$ cat src/rtl/scan_breakpoint_segmenter_defines.svh
// assertion macros for the scan breakpoint segmenter
`ifndef SCAN_BREAKPOINT_SEGMENTER_DEFINES_SVH
`define SCAN_BREAKPOINT_SEGMENTER_DEFINES_SVH

// same-cycle implication, sampled on clk, off during reset
`define SBS_ASSERT_NOW(lbl, ante, cons, msg) \
	lbl: assert property (@(posedge clk) disable iff (!arst_n) (ante) |-> (cons)) else $error(msg);

// next-cycle implication, sampled on clk, off during reset
`define SBS_ASSERT_NEXT(lbl, ante, cons, msg) \
	lbl: assert property (@(posedge clk) disable iff (!arst_n) (ante) |=> (cons)) else $error(msg);

`endif

$ cat src/rtl/sbs_pkg.sv
// shared types, constants and the distance check of the scan segmenter
`default_nettype none

package sbs_pkg;

	localparam int unsigned COORD_W = 16;
	localparam int unsigned IDX_OUT_W = 11;
	localparam int unsigned THR_W = 2 * COORD_W;
	localparam int unsigned ND_RESET = 102;
	localparam logic [THR_W-1:0] THR_SQ_RESET = THR_W'(ND_RESET * ND_RESET);
	localparam int unsigned OFIFO_DEPTH = 2;

	typedef struct packed {
		logic signed [COORD_W-1:0] x;
		logic signed [COORD_W-1:0] y;
		logic                      last_point;
	} in_beat_t;

	typedef struct packed {
		logic [IDX_OUT_W-1:0] first_index;
		logic [IDX_OUT_W-1:0] end_index;
		logic                 last_cluster;
	} out_beat_t;

	typedef struct packed {
		logic signed [COORD_W-1:0] y;
		logic signed [COORD_W-1:0] x;
	} point_t;

	// one window cell: valid bit, point, the "far from every successor so far" flag and a has-successor flag
	typedef struct packed {
		logic   vld;
		logic   far;
		logic   succ;
		point_t pt;
	} cell_t;

	typedef enum logic [3:0] {
		PH_RUN   = 4'b0001,
		PH_FLUSH = 4'b0010,
		PH_FIN   = 4'b0100,
		PH_WRAP  = 4'b1000
	} phase_t;

	// squared distance strictly above squared threshold
	function automatic logic is_far(point_t a, point_t b, logic [THR_W-1:0] thr_sq);
		logic signed [COORD_W:0]     dx;
		logic signed [COORD_W:0]     dy;
		logic signed [2*COORD_W+1:0] sx;
		logic signed [2*COORD_W+1:0] sy;
		logic [THR_W:0]              d2;
		dx = {a.x[COORD_W-1], a.x} - {b.x[COORD_W-1], b.x};
		dy = {a.y[COORD_W-1], a.y} - {b.y[COORD_W-1], b.y};
		sx = dx * dx;
		sy = dy * dy;
		d2 = {1'b0, sx[THR_W-1:0]} + {1'b0, sy[THR_W-1:0]};
		return d2 > {1'b0, thr_sq};
	endfunction

endpackage

`default_nettype wire

$ cat src/rtl/sbs_cell.sv
// one cell of the point window: holds a point and checks it against each new point
`default_nettype none

module sbs_cell (
	input  wire logic                       clk,
	input  wire logic                       arst_n,
	input  wire logic                       adv,
	input  wire logic                       cmp_en,
	input  wire sbs_pkg::point_t            cmp_pt,
	input  wire logic [sbs_pkg::THR_W-1:0]  thr_sq,
	input  wire sbs_pkg::cell_t             ins,
	output sbs_pkg::cell_t                  fwd
);

	sbs_pkg::cell_t st_q;

	// the content handed to the right neighbor carries this beat's compare
	always_comb begin
		fwd = st_q;
		if (cmp_en) begin
			fwd.far  = st_q.far & sbs_pkg::is_far(st_q.pt, cmp_pt, thr_sq);
			fwd.succ = 1'b1;
		end
	end

	always_ff @(posedge clk or negedge arst_n) begin
		if (!arst_n) begin
			st_q <= '0;
		end else if (adv) begin
			st_q <= ins;
		end
	end

endmodule

`default_nettype wire

$ cat config.mk
export PLATFORM = sky130hd
export DESIGN_NAME = sbs_cell
export DESIGN_NICKNAME = d
export VERILOG_FILES = /design/src/rtl/scan_breakpoint_segmenter_defines.svh /design/src/rtl/sbs_pkg.sv /design/src/rtl/sbs_cell.sv
export SDC_FILE = /design/constraint.sdc
export NUM_CORES = 1
export LEC_CHECK = 0
export ABC_AREA = 1
export BUFFER_PORTS_ARGS = -buffer_cell sky130_fd_sc_hd__buf_2
export CAP_MARGIN = 5
export CORE_UTILIZATION = 40
export DETAILED_ROUTE_END_ITERATION = 10
export PLACE_DENSITY = 0.53
export SYNTH_ARGS = -nofsm -noshare
export SYNTH_HDL_FRONTEND = slang
export SYNTH_SLANG_ARGS = --single-unit
$ cat constraint.sdc
create_clock -name clk -period 26.3 [get_ports clk]
set_clock_uncertainty 0.2 [all_clocks]
set_input_delay 7.89 -clock clk [delete_from_list [all_inputs] [get_ports clk]]
set_output_delay 7.89 -clock clk [all_outputs]
set_load 0.005 [all_outputs]
# After elaboration in Yosys (flattened, before gate mapping)
# Index checks and enable logic that the tools add are counted.
# word_totals
inputBits	103
ff_bits	35
wordCells	13
# classes
n_mul	2
n_lt_le_gt_ge	1
muxes	1
add_sub_neg	3
n_bitwise	1
# ops
cell	n
multiplier 17 x 17 -> 32 bit	2
subtractor 16 x 16 -> 17 bit	2
adder 32 x 32 -> 33 bit	1
> comparator 33 x 32 -> 1 bit	1
two-way mux 2 bit	1
bitwise AND 1 bit	1

# Logic depth before layout (Yosys ltp)
# logic_depth
ltp_word	6
mapped_depth	54

# Least setup slack after synthesis
# Ideal clock, no wire load.
# synth_path
path_kind	input-to-output
start	in cmp_pt[0] in the netlist's numbering
end	out fwd[33] in the netlist's numbering
path_stages	45
t_arrival_ns	16.423
path_slack_ns	1.787
t_required_ns	18.210
path_cell_list	ha_1 -> fa_1 -> nand3b_1 -> nand2_1 -> a21oi_2 -> o21bai_4 -> xor2_1 -> clkbuf_1 -> nand2_1 -> fa_1 -> inv_1 -> fa_1 -> inv_1 -> fa_1 -> inv_1 -> fa_1 -> fa_1 -> inv_1 -> (+9 left out) -> xor2_1 -> ha_1 -> nand2_1 -> nor2_1 -> inv_1 -> nor2_1 -> a2111oi_0 -> o21ai_0 -> xor2_1 -> ha_1 -> nand2_1 -> inv_1 -> nand4_1 -> nor2_1 -> nand4_1 -> nand3_1 -> nand2_1 -> a21oi_1
# synth_lines
element	line	source
start: declaration	sbs_cell.sv:9	input wire sbs_pkg::point_t cmp_pt,
end: declaration	sbs_cell.sv:12	output sbs_pkg::cell_t fwd

==> metrics.yaml <==
critical_path:
  crit_path_end_kind: "output port"
  cp.required_ns: 18.21
  reg2reg_slack_ns: 25.25
  worstRegToRegCells: 1
  crit_family: "adder cells"
  rr_endpoint: "fwd[10]"
  cp_num_cells: 47
  worst-path-buf-inv: 9
  crit_top_cell: "fa_1"
  crit_path_top_delay_cell: "fa_1"
  rr_startpoint: "fwd[10]"
  crit_type: "in2out"
  cp_max_fo: 11
  cp_data_arrival_time_ns: 17.66
  crit_path_start_kind: "input port"
  cpPeakStageDelay_ns: 0.56
global_routing:
  top_usage_layer: "met2"
  first_global_vias: 20541
  met3_usage_pct: 2.71
  grt_max_degree: 41
  antenna_found_initial: 0
  grt.overflow.total: 0
  grt_use_total_pct: 22.2
  grt_pass1_wl_um: 108000
  met1_usage_pct: 31.3
  use_met2_pct: 36.7
sta:
  tns_ns: 0
  final_hold_viol_count: 0
  worst-slew-pin-transition_ns: 0.988
  post-route-min-period_ns: 25.75
  slew_headroom_pct: 34.1
  final_max_slew_viol_count: 0
  finalWorstSetupSlack_ns: 0.545
  fmaxAchievable_ghz: 0.0388
  period_share_pct: 97.9
  setup_viol: 0
detailed_routing:
  vias: 18712
  first_pass_iters: 8
  first_iter_violations: 915
  wl_um: 65700
  drc: 0
  avgRoutedWirePerCell_um: 17.2
  via_per_inst: 4.90
  drtAntennaViolNets: 0
worst_hold_path:
  hp-start: "st_q[32]"
  whs_path_depth: 1
  min_to: "st_q[32]"
  hold_path.class: "reg2reg"
yosys:
  netlist_instances: 2926
  syn_nets: 3795
  synth.area.top_cells: "fa_1 43%, ha_1 13%, inv_1 13%, nand2_1 5.6%, nor2_1 3.9%"
  synth.distinct_cells: 55
  ys_seq_area_share_pct: 3.60
  yosysMostFrequentCell: "inv_1"
  yosysWarnings: 0
  synth_top_area_share_pct: 42.6
  synth_edf_count: 0
  yosysTopAreaCell: "fa_1"
  avgSynthCellArea_um2: 8.31
  synth_seq_cells: 35
  synthTopCellsByCount: "823 x inv_1, 517 x fa_1, 365 x nand2_1"
  syn_area_um2: 24300
  synthArstFlopShare_pct: 100
  synthFlopType: "dfrtp_1"
die:
  rows: 90
  fp.dieW_um: 249
  start_util_pct: 40.4
  core_area_um2: 60200
  ios: 138
  die-area_um2: 61800
  dieHeight_um: 249
cts:
  cts_hold_buf: 0
  cts_tree: "yes"
  clk_latency_ns: 0.28
  numCtsBuffers: 5
  clk_path_buf_depth: 2
  clk_pin_slew_ns: 0.05
  cts_sinks: 35
  cts.htree.levels: 2
  clockRootBuffer: "clkbuf_16"
place:
  post-place-ws_ns: 0.0781
  place_hpwl_um: 58900
  io_buffers: 137
  place_congestion: 0.910
finish:
  n_antenna_cell: 0
  nNetsFinal: 3908
  ff_latch_area_um2: 876
  drive_above_1_share_pct: 11.3
  post-route-util_pct: 43.6
  multi_input_area_um2: 20000
  area_growth_pct: 7.91
  nFillCells: 6058
outcome:
  status: "finished, final reports clean"
run:
  max_cap_violations: 0
## flip-flops by register name, summed over array words and instances, names as in the netlist
signal  flops
fwd        33
st_q        2
## worst max path at each step
| stage | from | slack [ns] | to |
|---|---|---|---|
| after floorplan | cmp_pt[0] | 1.79 | fwd[33] |
| after global placement | cmp_pt[16] | 0.12 | fwd[33] |
| after detailed placement | cmp_pt[16] | 0.08 | fwd[33] |
| after CTS | cmp_pt[16] | 0.02 | fwd[33] |
| after global routing | cmp_pt[16] | -0.03 | fwd[33] |
| final | cmp_pt[16] | 0.55 | fwd[33] |
## cell families after synthesis
logic type / synth area share (%)
mux: 1.39
flops: 3.60
xor+xnor: 5.10
compound gates: 6.23
fa+ha+maj: 55.4
simple gates: 13.3
buf+inv: 15.1
## per-layer routing
layer	vias up	wire (µm)
met5	-	0
met4	0	1270
met3	61	3680
met2	501	30800
met1	9294	30000
li1	8856	-
## cell usage in the layout (no fill, tap or decap), types with 44 or more instances in the layout
cell type and instances:
a21oi_1 129, buf_2 137, buf_4 44, fa_1 515, ha_1 248, inv_1 820
nand2_1 360, nand3_1 55, nor2_1 246, o21ai_0 50, xnor2_1 45, xor2_1 78
## metrics by stage
step                std cells  hold WS, ns  instance area, µm²
floorplan                2926        0.272               24300
global placement         3811        0.283               25900
detailed placement       3811        0.289               25900
CTS                      3818        0.301               26000
global route             3821        0.334               26200
finish                   3821        0.297               26200
## final cells by class
| class | count | area share (%) |
|---|---|---|
| Clock inverter | 1 | 0.0191 |
| Timing Repair Buffer | 183 | 3.99 |
| Clock buffer | 6 | 0.529 |
| Tap cell | 782 | 3.73 |
| Sequential cell | 35 | 3.34 |
| Inverter | 853 | 12.3 |
| Multi-Input combinational cell | 1961 | 76.1 |
## what timing repair did
| item | CTS | global route |
|---|---|---|
| gates resized for setup | 0 | 58 |
| setup buffers | 0 | 3 |
| setup endpoints to repair | 0 | 1 |
Power is left out: the tool's default activity adds up to more than one toggle a clock period on the data nets, which glitch-free logic cannot reach.
