File: src/rtl/scan_breakpoint_segmenter_defines.svh
// assertion macros for the scan breakpoint segmenter
`ifndef SCAN_BREAKPOINT_SEGMENTER_DEFINES_SVH
`define SCAN_BREAKPOINT_SEGMENTER_DEFINES_SVH

// same-cycle implication, sampled on clk, off during reset
`define SBS_ASSERT_NOW(lbl, ante, cons, msg) \
	lbl: assert property (@(posedge clk) disable iff (!arst_n) (ante) |-> (cons)) else $error(msg);

// next-cycle implication, sampled on clk, off during reset
`define SBS_ASSERT_NEXT(lbl, ante, cons, msg) \
	lbl: assert property (@(posedge clk) disable iff (!arst_n) (ante) |=> (cons)) else $error(msg);

`endif

File: src/rtl/sbs_pkg.sv
// shared types, constants and the distance check of the scan segmenter
`default_nettype none

package sbs_pkg;

	localparam int unsigned COORD_W = 16;
	localparam int unsigned IDX_OUT_W = 11;
	localparam int unsigned THR_W = 2 * COORD_W;
	localparam int unsigned ND_RESET = 102;
	localparam logic [THR_W-1:0] THR_SQ_RESET = THR_W'(ND_RESET * ND_RESET);
	localparam int unsigned OFIFO_DEPTH = 2;

	typedef struct packed {
		logic signed [COORD_W-1:0] x;
		logic signed [COORD_W-1:0] y;
		logic                      last_point;
	} in_beat_t;

	typedef struct packed {
		logic [IDX_OUT_W-1:0] first_index;
		logic [IDX_OUT_W-1:0] end_index;
		logic                 last_cluster;
	} out_beat_t;

	typedef struct packed {
		logic signed [COORD_W-1:0] y;
		logic signed [COORD_W-1:0] x;
	} point_t;

	// one window cell: valid bit, point, the "far from every successor so far" flag and a has-successor flag
	typedef struct packed {
		logic   vld;
		logic   far;
		logic   succ;
		point_t pt;
	} cell_t;

	typedef enum logic [3:0] {
		PH_RUN   = 4'b0001,
		PH_FLUSH = 4'b0010,
		PH_FIN   = 4'b0100,
		PH_WRAP  = 4'b1000
	} phase_t;

	// squared distance strictly above squared threshold
	function automatic logic is_far(point_t a, point_t b, logic [THR_W-1:0] thr_sq);
		logic signed [COORD_W:0]     dx;
		logic signed [COORD_W:0]     dy;
		logic signed [2*COORD_W+1:0] sx;
		logic signed [2*COORD_W+1:0] sy;
		logic [THR_W:0]              d2;
		dx = {a.x[COORD_W-1], a.x} - {b.x[COORD_W-1], b.x};
		dy = {a.y[COORD_W-1], a.y} - {b.y[COORD_W-1], b.y};
		sx = dx * dx;
		sy = dy * dy;
		d2 = {1'b0, sx[THR_W-1:0]} + {1'b0, sy[THR_W-1:0]};
		return d2 > {1'b0, thr_sq};
	endfunction

endpackage

`default_nettype wire

File: src/rtl/sbs_out_fifo.sv
// small result queue between the segmenter core and the output channel
`default_nettype none

module sbs_out_fifo (
	input  wire logic               clk,
	input  wire logic               arst_n,
	input  wire logic               push,
	input  wire sbs_pkg::out_beat_t push_data,
	output logic                    full,
	output logic                    out_valid,
	input  wire logic               out_stall,
	output sbs_pkg::out_beat_t      out_data
);

	localparam int unsigned PW = $clog2(sbs_pkg::OFIFO_DEPTH);
	localparam int unsigned CW = $clog2(sbs_pkg::OFIFO_DEPTH + 1);

	sbs_pkg::out_beat_t mem_q [sbs_pkg::OFIFO_DEPTH];
	logic [PW-1:0]      wr_ptr_q;
	logic [PW-1:0]      rd_ptr_q;
	logic [CW-1:0]      cnt_q;
	logic               pop;

	assign out_valid = (cnt_q != '0);
	assign out_data  = mem_q[rd_ptr_q];
	assign full      = (cnt_q == CW'(sbs_pkg::OFIFO_DEPTH));
	assign pop       = out_valid && !out_stall;

	always_ff @(posedge clk or negedge arst_n) begin
		if (!arst_n) begin
			wr_ptr_q <= '0;
			rd_ptr_q <= '0;
			cnt_q    <= '0;
		end else begin
			if (push) begin
				wr_ptr_q <= (wr_ptr_q == PW'(sbs_pkg::OFIFO_DEPTH - 1)) ? '0 : wr_ptr_q + 1'b1;
			end
			if (pop) begin
				rd_ptr_q <= (rd_ptr_q == PW'(sbs_pkg::OFIFO_DEPTH - 1)) ? '0 : rd_ptr_q + 1'b1;
			end
			if (push && !pop) begin
				cnt_q <= cnt_q + 1'b1;
			end else if (pop && !push) begin
				cnt_q <= cnt_q - 1'b1;
			end
		end
	end

	always_ff @(posedge clk) begin
		if (push) begin
			mem_q[wr_ptr_q] <= push_data;
		end
	end

endmodule

`default_nettype wire

File: config.mk
export PLATFORM = sky130hd
export DESIGN_NAME = sbs_out_fifo
export DESIGN_NICKNAME = d
export VERILOG_FILES = /design/src/rtl/scan_breakpoint_segmenter_defines.svh /design/src/rtl/sbs_pkg.sv /design/src/rtl/sbs_out_fifo.sv
export SDC_FILE = /design/constraint.sdc
export NUM_CORES = 1
export LEC_CHECK = 0
export BUFFER_PORTS_ARGS = -buffer_cell sky130_fd_sc_hd__buf_4
export CAP_MARGIN = 20
export CORE_MARGIN = 2
export CORE_UTILIZATION = 45
export DETAILED_ROUTE_END_ITERATION = 10
export PLACE_DENSITY = 0.7
export SYNTH_ARGS = -nofsm -noshare
export SYNTH_HDL_FRONTEND = slang
export SYNTH_SLANG_ARGS = --single-unit
File: constraint.sdc
create_clock -name clk -period 6.45 [get_ports clk]
set_clock_uncertainty 0.2 [all_clocks]
set_input_delay 0.9675 -clock clk [delete_from_list [all_inputs] [get_ports clk]]
set_output_delay 0.9675 -clock clk [all_outputs]
set_load 0.02 [all_outputs]
# [After elaboration in Yosys (flattened, before gate mapping)]
# Memory sizes are Yosys's and may differ from the RTL's.
# Index checks and enable logic that the tools add are counted.
[totals] ff_bits=4 ramBits=46 out_inout_bits=25 word_cells=23 mem_count=1
[mem_list] name="mem_q" depth=2 width=23 rd=1 rd_ports_with_merged_regs=0 write_ports=1 line_no="sbs_out_fifo.sv:18" text="sbs_pkg::out_beat_t mem_q [sbs_pkg::OFIFO_DEPTH];"
[op_classes] addsub=4 eq_ne=1 mux=6 n_reduce_logical=8
[ops] operator="two-way mux 1 bit" count=4
[ops] operator="two-way mux 2 bit" count=2
[ops] operator="nonzero test 2 bit" count=2
[ops] operator="logical AND 1 bit" count=3
[ops] operator="zero test 1 bit" count=3
[ops] operator="adder 1 bit (second input constant)" count=2
[ops] operator="adder 2 x 1 -> 2 bit (second input constant)" count=1
[ops] operator="equality test 2 bit (second input constant)" count=1
[ops] operator="subtractor 2 x 1 -> 2 bit (second input constant)" count=1

# [Logic depth before layout (Yosys ltp)]
# Gate-level depths: netlist (run 1).
[depth] word_depth=5 depth_mapped=6 depth_no_buf=6

# [Least setup slack after synthesis (run 1)]
# No wires, ideal clock.
[synth_timing] path_type="input to register" startpoint="input port push" endpoint="memory mem_q[0][0] (netlist name) (enable)" setup_time_ns=0.405 arrival_ns=2.031 t_required_ns=5.845 slack_ns=3.814 path_stages=1 n_path_buf=0 path_cell_list="nor2b_1"
[synth_between] elab_chain_cells=2
[synth_lines] element="start, declared" line_no="sbs_out_fifo.sv:7" text="input wire logic push,"
[synth_lines] element="two-way mux 1 bit" line_no="sbs_out_fifo.sv:50" text="if (push) begin"
[synth_lines] element="two-way mux 1 bit (implied by the code)" line_no="sbs_out_fifo.sv:51" text="mem_q[wr_ptr_q] <= push_data;"
[synth_lines] element="end, declared" line_no="sbs_out_fifo.sv:18"
# No other way between the ends.

==> metrics, run 1 <==
Pre-Repair DR Iteration Count 3; number of synthesized flops with an enable pin 46; DP HPWL 2188 µm; most instantiated cells after synthesis edfxtp_1, mux2_4, dfrtp_1, mux2_2, xor2_1; met1 Use GR 17.23%; dpl ws 3.627 ns; Core ar. 0.004086 mm²; R2R cell count 6; Leakage 1.012 nW; Max Root-Sink Buffers 2; Post-Syn Nets 116; post-route ant nets 0; first-pass GRT wire length 5106 µm; Initial Utilization 47.89%; RSZ-0062 raised after global routing no; Syn Area/Cell 22.24 µm²; I/O Buffers 51; vias in the first global route 1008; Synth cell types 14; fin crit share 48.50%; setup TNS 0 ns; Overall Global Routing Usage 13.91%; GR Overflow Total 0; Clock power frac 16.8%; clock sinks 50; Root Driver clkbuf_8; NetSw 337.3 µW; Worst Max-Slew Pin Slew 0.6349 ns; r2r startpoint cnt_q[0]; final hold viol count 0; ANT cells 0; gp weighted congestion 0.7094; via-per-instance ratio 4.746; initial antenna violation count 0; largest net degree at the start of global routing 24; Max stage delay on crit path 0.76 ns; total wire length 3034 µm; peak supply drop 203.1 µV; grt met2 use 21.90%; ys flop type edfxtp_1; Synth area leaders edfxtp_1, mux2_4, dfrtp_1, mux2_2, buf_12; CTS resizes 0; DR iter-0 viols 20; Die H 69.95 µm; Setup crit start kind flop; critical path class flop to output pin; # H-tree levels 2; Crit path top cell by count buf_4; worst hold path class input port to asynchronous set/reset pin; met3 GRT Util 5.772%; Worst Slack Setup Final 3.322 ns; Critical Path RT 5.28 ns; sequential power share 43.6%; Cell Rows 23; vias 935; post-synthesis async set-or-reset flop share 8.000%; io pins 52; Pwr Density 432.1 mW/mm²; final total power 1.085 mW; routed len/inst 15.40 µm; TritonCTS Buffers 5; top-count cell post-synth edfxtp_1; Cells after Synth 88; Die X 69.95 µm; share of layout cells above drive strength 1 59.18%; hold_buf cts 0; Final Max Slew Viols 0; switching portion of total power 31.09%; critical path cell sequence buf_4 -> mux2_2 -> buf_4; Remaining DRCs 0; Cell Area, Placed 0.002389 mm²; Layout area overhead 28.32%; outcome complete, no violations; Critical path origin rd_ptr_q; crit path max fanout 13; max-cap violations 0; # setup viols final 0; GRT busiest layer met2; WP data arrival 1.96 ns; Final Critical Period 3.128 ns; nets@finish 174; Int Pwr 747.7 µW; mapped cell area 0.001957 mm²; clk_lat worst skew 0.29 ns; Comb pwr share 39.6%; register area share after synthesis 75.70%; Final Cell Area 0.002511 mm²; die area 0.004892 mm²; leading area contributor after synthesis edfxtp_1; YS warnings 0; Clk pin slew, worst setup/hold paths 0.09 ns; CTS tree yes; fmax 0.3197 GHz; Slew HR 57.68%; CP Capture Type output pin; Post-CTS Setup Inserts 0; Yosys reg bits 50; post-synth top area share 70.59%; slowest CP cell dfrtp_1
-- power groups by stage --
stage | Combinational (mW) | Clock [mW] | Sequential (mW)
4_1_cts | 0.426 | 0.188 | 0.477
3_3_place_gp | 0.407 | 0 | 0.480
6_report | 0.430 | 0.182 | 0.474
5_1_grt | 0.460 | 0.204 | 0.483
2_1_floorplan | 0.318 | 0 | 0.459
3_5_place_dp | 0.424 | 0 | 0.485
-- cells by family (layout without fill, tap and decap cells) --
kind of cell               count (synthesis)  in the layout  share of synthesized area (%)
and+or+nand+nor                            6              6                          1.918
buffers and inverters                      3             62                          2.622
adders and majority gates                  1              1                         0.6393
muxes                                     23             23                          16.88
xor gates and xnor gates                   5              5                          2.238
DFF                                       50             50                          75.70
-- sequential cells by signal, summed over array words and instances (netlist names) --
| register | cells |
|---|---|
| wr_ptr_q | 1 |
| rd_ptr_q | 1 |
| cnt_q | 2 |
| mem_q | 46 |
-- metrics by stage --
stage          hold WS (ns)  utilization, %  cells
2_1_floorplan        0.2479               -     88
3_3_place_gp         0.2634           57.78    187
3_5_place_dp         0.2982           58.45    188
4_1_cts              0.2429           60.78    196
5_1_grt              0.2228           61.45    197
6_report             0.2507           61.45    197
-- cell usage in the layout (no fill, tap or decap), drive strengths merged --
master and count:
xnor2 2, clkbuf 6, dfrtp 4, xor2 3, buf 54, or2 1, nor2b 2, and2 1
edfxtp 46, clkinv 1, mux2 23, nand2b 1, ha 1, nor2 1, clkinvlp 1
-- critical path, delay by kind of cell (launching register included) --
family / cells / cell delay (ns)
buf+inv: 2 / 0.53
flops: 1 / 0.76
mux: 1 / 0.37
-- area by class of cell --
type	count	area, µm²
clock buffers	6	82.58
clock inverters	2	12.51
fillers	309	1575
multi-input cells	35	426.7
flip-flops and latches	50	1481
well taps	50	62.56
repair buffers	54	445.4
-- per-layer routing --
| metal | vias up | wire (µm) | share of wire [%] |
|---|---|---|---|
| met5 | - | 0 | 0 |
| met4 | 0 | 16 | 0.53 |
| met3 | 2 | 243 | 8.0 |
| met2 | 38 | 1499 | 49 |
| met1 | 447 | 1275 | 42 |
| li1 | 448 | - | - |
-- final timing paths --
| kind | endpoint | slack, ns |
|---|---|---|
| max | out_data[2] | 3.32 |
| min in group clk | cnt_q[1] | 0.31 |
| max in group asynchronous | wr_ptr_q | 5.69 |
| max reg2reg | cnt_q[1] | 4.81 |
| min | cnt_q[1] | 0.25 |
| min reg2reg | cnt_q[1] | 0.31 |
(Power assumes the default switching activity.)
==> run 2, diff against run 1 <==
ABC_AREA = 1   (was unset)
PLACE_DENSITY = 0.73   (was 0.7)
clock period = 2.7 ns   (was 6.45 ns; I/O delays follow)
==> run 2 against run 1 <==
- sequential power rose by 130%
- count of clock-buffer cells in the layout rose by 1
- via count rose by 27%
- combinational power rose by 150%
- critical path type unchanged
==> metrics, run 2 <==
outcome complete, no violations; fin crit share 76.27%; met1 Use GR 15.19%; Pwr Density 1039 mW/mm²; leading area contributor after synthesis edfxtp_1; Max Root-Sink Buffers 2; Post-CTS Setup Inserts 0; Layout area overhead 25.43%; reg2reg end cnt_q[1]; final hold viol count 0; slowest CP cell dfrtp_1; # H-tree levels 2; Cells after Synth 149; Overall Global Routing Usage 13.46%; Leakage 1.086 nW; I/O Buffers 51; initial antenna violation count 0; Pre-Repair DR Iteration Count 4; Max stage delay on crit path 0.51 ns; io pins 52; critical path cell sequence buf_4 -> inv_8 -> nand2_1 -> nand2_1 -> buf_4; ys flop type edfxtp_1; met3 GRT Util 4.329%; Yosys reg bits 50; grt met2 use 23.49%; post-route ant nets 0; worst hold path class input port to flop; die area 0.004907 mm²; main combinational cell family by area after synthesis simple AND/OR/NAND/NOR gates; crit path max fanout 24; Worst path depth 5; TritonCTS Buffers 5; share of layout cells above drive strength 1 35.75%; Synth Area in XOR/XNOR 0.8923%; simple-gate share of the synthesized area 17.65%; Remaining DRCs 0; FF-to-FF setup slack 1.22 ns; Die H 70.05 µm; DP HPWL 2202 µm; most instantiated cells after synthesis nand2_1, edfxtp_1, nand2_2; vias in the first global route 1137; YS warnings 0; Final Critical Period 2.059 ns; gp weighted congestion 0.7230; r2r startpoint cnt_q[0]; routed len/inst 11.94 µm; Synth cell types 15; CTS tree yes; max-cap violations 0; Top reg by flops mem_q; clk_lat worst skew 0.28 ns; nets@finish 235; ANT cells 0; Cell Rows 24; Util after Layout 57.75%; mux cell area share after synthesis 0%; Die X 70.05 µm; setup TNS 0 ns; GR Overflow Total 0; Synth Area in Compound Gates 0%; Final Max Slew Viols 0; Worst Max-Slew Pin Slew 0.3437 ns; R2R cell count 8; largest net degree at the start of global routing 25; post-synthesis async set-or-reset flop share 8.000%; Post-Synth Adder-Cell Area 0.6373%; total wire length 3093 µm; CP delay by family, top buffers and inverters; Clk pin slew, worst setup/hold paths 0.08 ns; peak supply drop 688.4 µV; mapped cell area 0.001963 mm²; Root Driver clkbuf_8; number of synthesized flops with an enable pin 46; commonest non-fill, non-tap cells in the layout nand2_1, buf_4, edfxtp_1; # setup viols final 0; Slew HR 77.09%; Core ar. 0.004264 mm²; most common cell after layout, fill and taps aside nand2_1; Critical Path End out_data[7]; CP Buf/Inv Count 3; via-per-instance ratio 4.587; first-pass GRT wire length 4947 µm; CP Capture Type output pin; Synth area leaders edfxtp_1, nand2_1, dfrtp_1, nand2_2, buf_6; RSZ-0062 raised after global routing no; Critical path origin rd_ptr_q; GRT busiest layer met2; Syn Area/Cell 13.18 µm²; fmax 0.4856 GHz; vias 1188; Initial Utilization 46.04%; Setup crit start kind flop; DR iter-0 viols 41; Post-Syn Nets 177; critical path class flop to output pin; clock sinks 50; max reg flops 46; register area share after synthesis 75.46%; post-synth top area share 70.36%; WP data arrival 1.45 ns; Critical Path RT 2.10 ns; top-count cell post-synth nand2_1; Largest regs mem_q: 46 flops, cnt_q: 2 flops
[run 2: metrics by stage]
step                      area [µm²]  std cells  setup WS [ns]  hold slack [ns]  power, mW
after global placement          2376        251         0.9659         0.007909      2.191
after CTS                       2462        259         0.6113          0.09237      2.586
after detailed placement        2376        251         0.9312         0.006120      2.208
after floorplan                 1963        149         0.6782         -0.09059      1.844
after global routing            2462        259         0.5479          0.08128      2.720
final                           2462        259         0.6408          0.09560      2.558
[run 2: layout make-up]
type / instances / area [µm²]
fill: 358 / 1802
timing repair buffer: 56 / 422.9
inverter: 8 / 37.54
sequential: 50 / 1481
multi-input combinational: 86 / 379.1
clock buffer: 7 / 76.32
tap: 52 / 65.06
[run 2: cell families after synthesis]
group | count (synthesis)
xor gates and xnor gates | 2
adders and majority gates | 1
buffers and inverters | 13
DFF | 50
and+or+nand+nor | 83
[run 2: how the worst min path moves through the flow]
stage / start / endpoint / slack, ns / cells after the start
4_1_cts: push_data[5] / mem_q[1][5] / 0.09 / 1
3_3_place_gp: arst_n / cnt_q[1] / 0.008 / 1
5_1_grt: push_data[17] / mem_q[1][17] / 0.08 / 1
6_report: push_data[17] / mem_q[1][17] / 0.1 / 1
2_1_floorplan: arst_n / cnt_q[0] / -0.09 / 0
3_5_place_dp: arst_n / cnt_q[0] / 0.006 / 1
[run 2: power breakdown]
group,internal [mW],switching [mW]
combinational,0.411,0.652
sequential,1.03,0.0748
clock,0.178,0.207
[run 2: metal layers]
metal | vias up | part of all wire (%)
met4 | 0 | 1.7
met3 | 9 | 7.3
met5 | - | 0
li1 | 601 | -
met2 | 42 | 50
met1 | 536 | 41
[run 2: what timing repair did]
item / in CTS / in global routing
hold buffers: 1 / 0
endpoints found under the hold margin: 4 / 0
resized for setup: 0 / 0
==> run 3, diff against run 2 <==
PLACE_DENSITY = 0.7   (was 0.73)
clock period = 1.95 ns   (was 2.7 ns; I/O delays follow)
==> run 3 against run 2 <==
- worst hold slack worse by 0.011 ns
- count of clock-buffer cells in the layout up 1
- power up 42%
- first-iteration DRC count unchanged
- final cell count up 10%
- core utilization up 6.1 points
==> metrics, run 3 (synthesized netlist as in run 2, its figures left out) <==
CTS tree yes; r2r startpoint cnt_q[0]; slowest CP cell dfrtp_2; Remaining DRCs 0; met3 GRT Util 3.319%; Layout area overhead 38.69%; Max Root-Sink Buffers 2; fin cells 286; Max stage delay on crit path 0.48 ns; nets@finish 261; reg2reg end cnt_q[1]; gp weighted congestion 0.7494; post-route ant nets 0; Root Driver clkbuf_8; Pwr Density 1335 mW/mm²; GRT busiest layer met2; hold worst-path end rd_ptr_q; total wire length 3459 µm; share of layout cells above drive strength 1 32.91%; TritonCTS Buffers 5; filler instances 330; Slew HR 86.53%; Cell Rows 24; Top reg by flops mem_q; critical path cell sequence buf_4 -> nand2_1 -> nand2_1 -> buf_4; # H-tree levels 2; final hold viol count 0; clock sinks 50; initial antenna violation count 0; die area 0.004907 mm²; WP data arrival 1.27 ns; fmax 0.5670 GHz; Pre-Repair DR Iteration Count 4; max reg flops 46; grt met2 use 28.78%; Critical Path RT 1.46 ns; DP HPWL 2273 µm; Leakage 1.196 nW; commonest non-fill, non-tap cells in the layout nand2_1, buf_4, edfxtp_1; GR Overflow Total 0; Overall Global Routing Usage 15.65%; WHS Path Cells 4; critical path class flop to output pin; Final Critical Period 1.764 ns; peak supply drop 717.6 µV; Core ar. 0.004264 mm²; Die X 70.05 µm; Die H 70.05 µm; worst hold slack 0.08468 ns; DR iter-0 viols 41; Initial Utilization 46.04%; vias in the first global route 1365; io pins 52; R2R cell count 8; via-per-instance ratio 4.493; RSZ-0062 raised after global routing no; clk_lat worst skew 0.29 ns; Post-CTS Setup Inserts 0; # setup viols final 0; ANT cells 0; first-pass GRT wire length 5885 µm; worst hold path class input port to flop; CP Buf/Inv Count 2; met1 Use GR 17.08%; fin crit share 90.45%; Clk pin slew, worst setup/hold paths 0.08 ns; hold path start out_stall; max-cap violations 0; I/O Buffers 51; most common cell after layout, fill and taps aside nand2_1; Largest regs mem_q: 46 flops, cnt_q: 2 flops; vias 1285; largest net degree at the start of global routing 25; setup TNS 0 ns; CP Capture Type output pin; Setup crit start kind flop; outcome complete, no violations; Placed Instances 253; Util after Layout 63.85%; FF-to-FF setup slack 0.42 ns; Final Max Slew Viols 0; CP delay by family, top flip-flops; crit path max fanout 11; routed len/inst 12.09 µm; Worst Max-Slew Pin Slew 0.2020 ns
==> run 3: metal layers <==
layer / vias to the layer above / wire length, µm / part of all wire [%]
li1: 653 / - / -
met1: 589 / 1356 / 39
met2: 38 / 1890 / 55
met3: 5 / 172 / 5.0
met4: 0 / 39 / 1.1
met5: - / 0 / 0
==> run 3: per-stage QoR <==
stage | setup slack [ns] | cell area (µm²) | total power [mW]
4_1_cts | 0.05496 | 2721 | 3.671
6_report | 0.1863 | 2723 | 3.635
2_1_floorplan | 0.3235 | 1966 | 2.555
3_3_place_gp | 0.4190 | 2391 | 3.051
5_1_grt | 0.08235 | 2723 | 3.874
3_5_place_dp | 0.3758 | 2391 | 3.089
==> run 3: cell type report <==
cell class	instances	area, µm²	area share [%]
Tap cell	52	65.06	2.390
Inverter	8	37.54	1.379
Sequential cell	50	1483	54.46
Multi-Input combinational cell	86	379.1	13.92
Clock buffer	8	80.08	2.941
Timing Repair Buffer	82	678.2	24.91
==> run 3: worst max-delay path by stage <==
stage / start / end / slack, ns / cells past startpoint
after floorplan: wr_ptr_q / mem_q[0][0] / 0.32 / 1
after global placement: rd_ptr_q / out_data[5] / 0.42 / 4
after detailed placement: rd_ptr_q / out_data[5] / 0.38 / 4
after CTS: rd_ptr_q / out_data[5] / 0.05 / 4
after global routing: rd_ptr_q / out_data[0] / 0.08 / 4
final: rd_ptr_q / out_data[5] / 0.19 / 4
==> run 3: what timing repair did <==
action | CTS | global route
endpoints found under the setup margin | 0 | 12
endpoints found under the hold margin | 51 | 0
gates resized for setup | 0 | 1
hold buffers | 25 | 0
==> run 3: power by group <==
part | internal, mW | switching [mW]
clock | 0.255 | 0.287
combinational | 0.616 | 0.936
sequential | 1.43 | 0.107
total | 2.30 | 1.33
==> run 3: tightest hold or removal path: cells and delay by family <==
kind / cells / cell delay, ns
simple gates: 2 / 0.12
buf+inv: 2 / 0.12
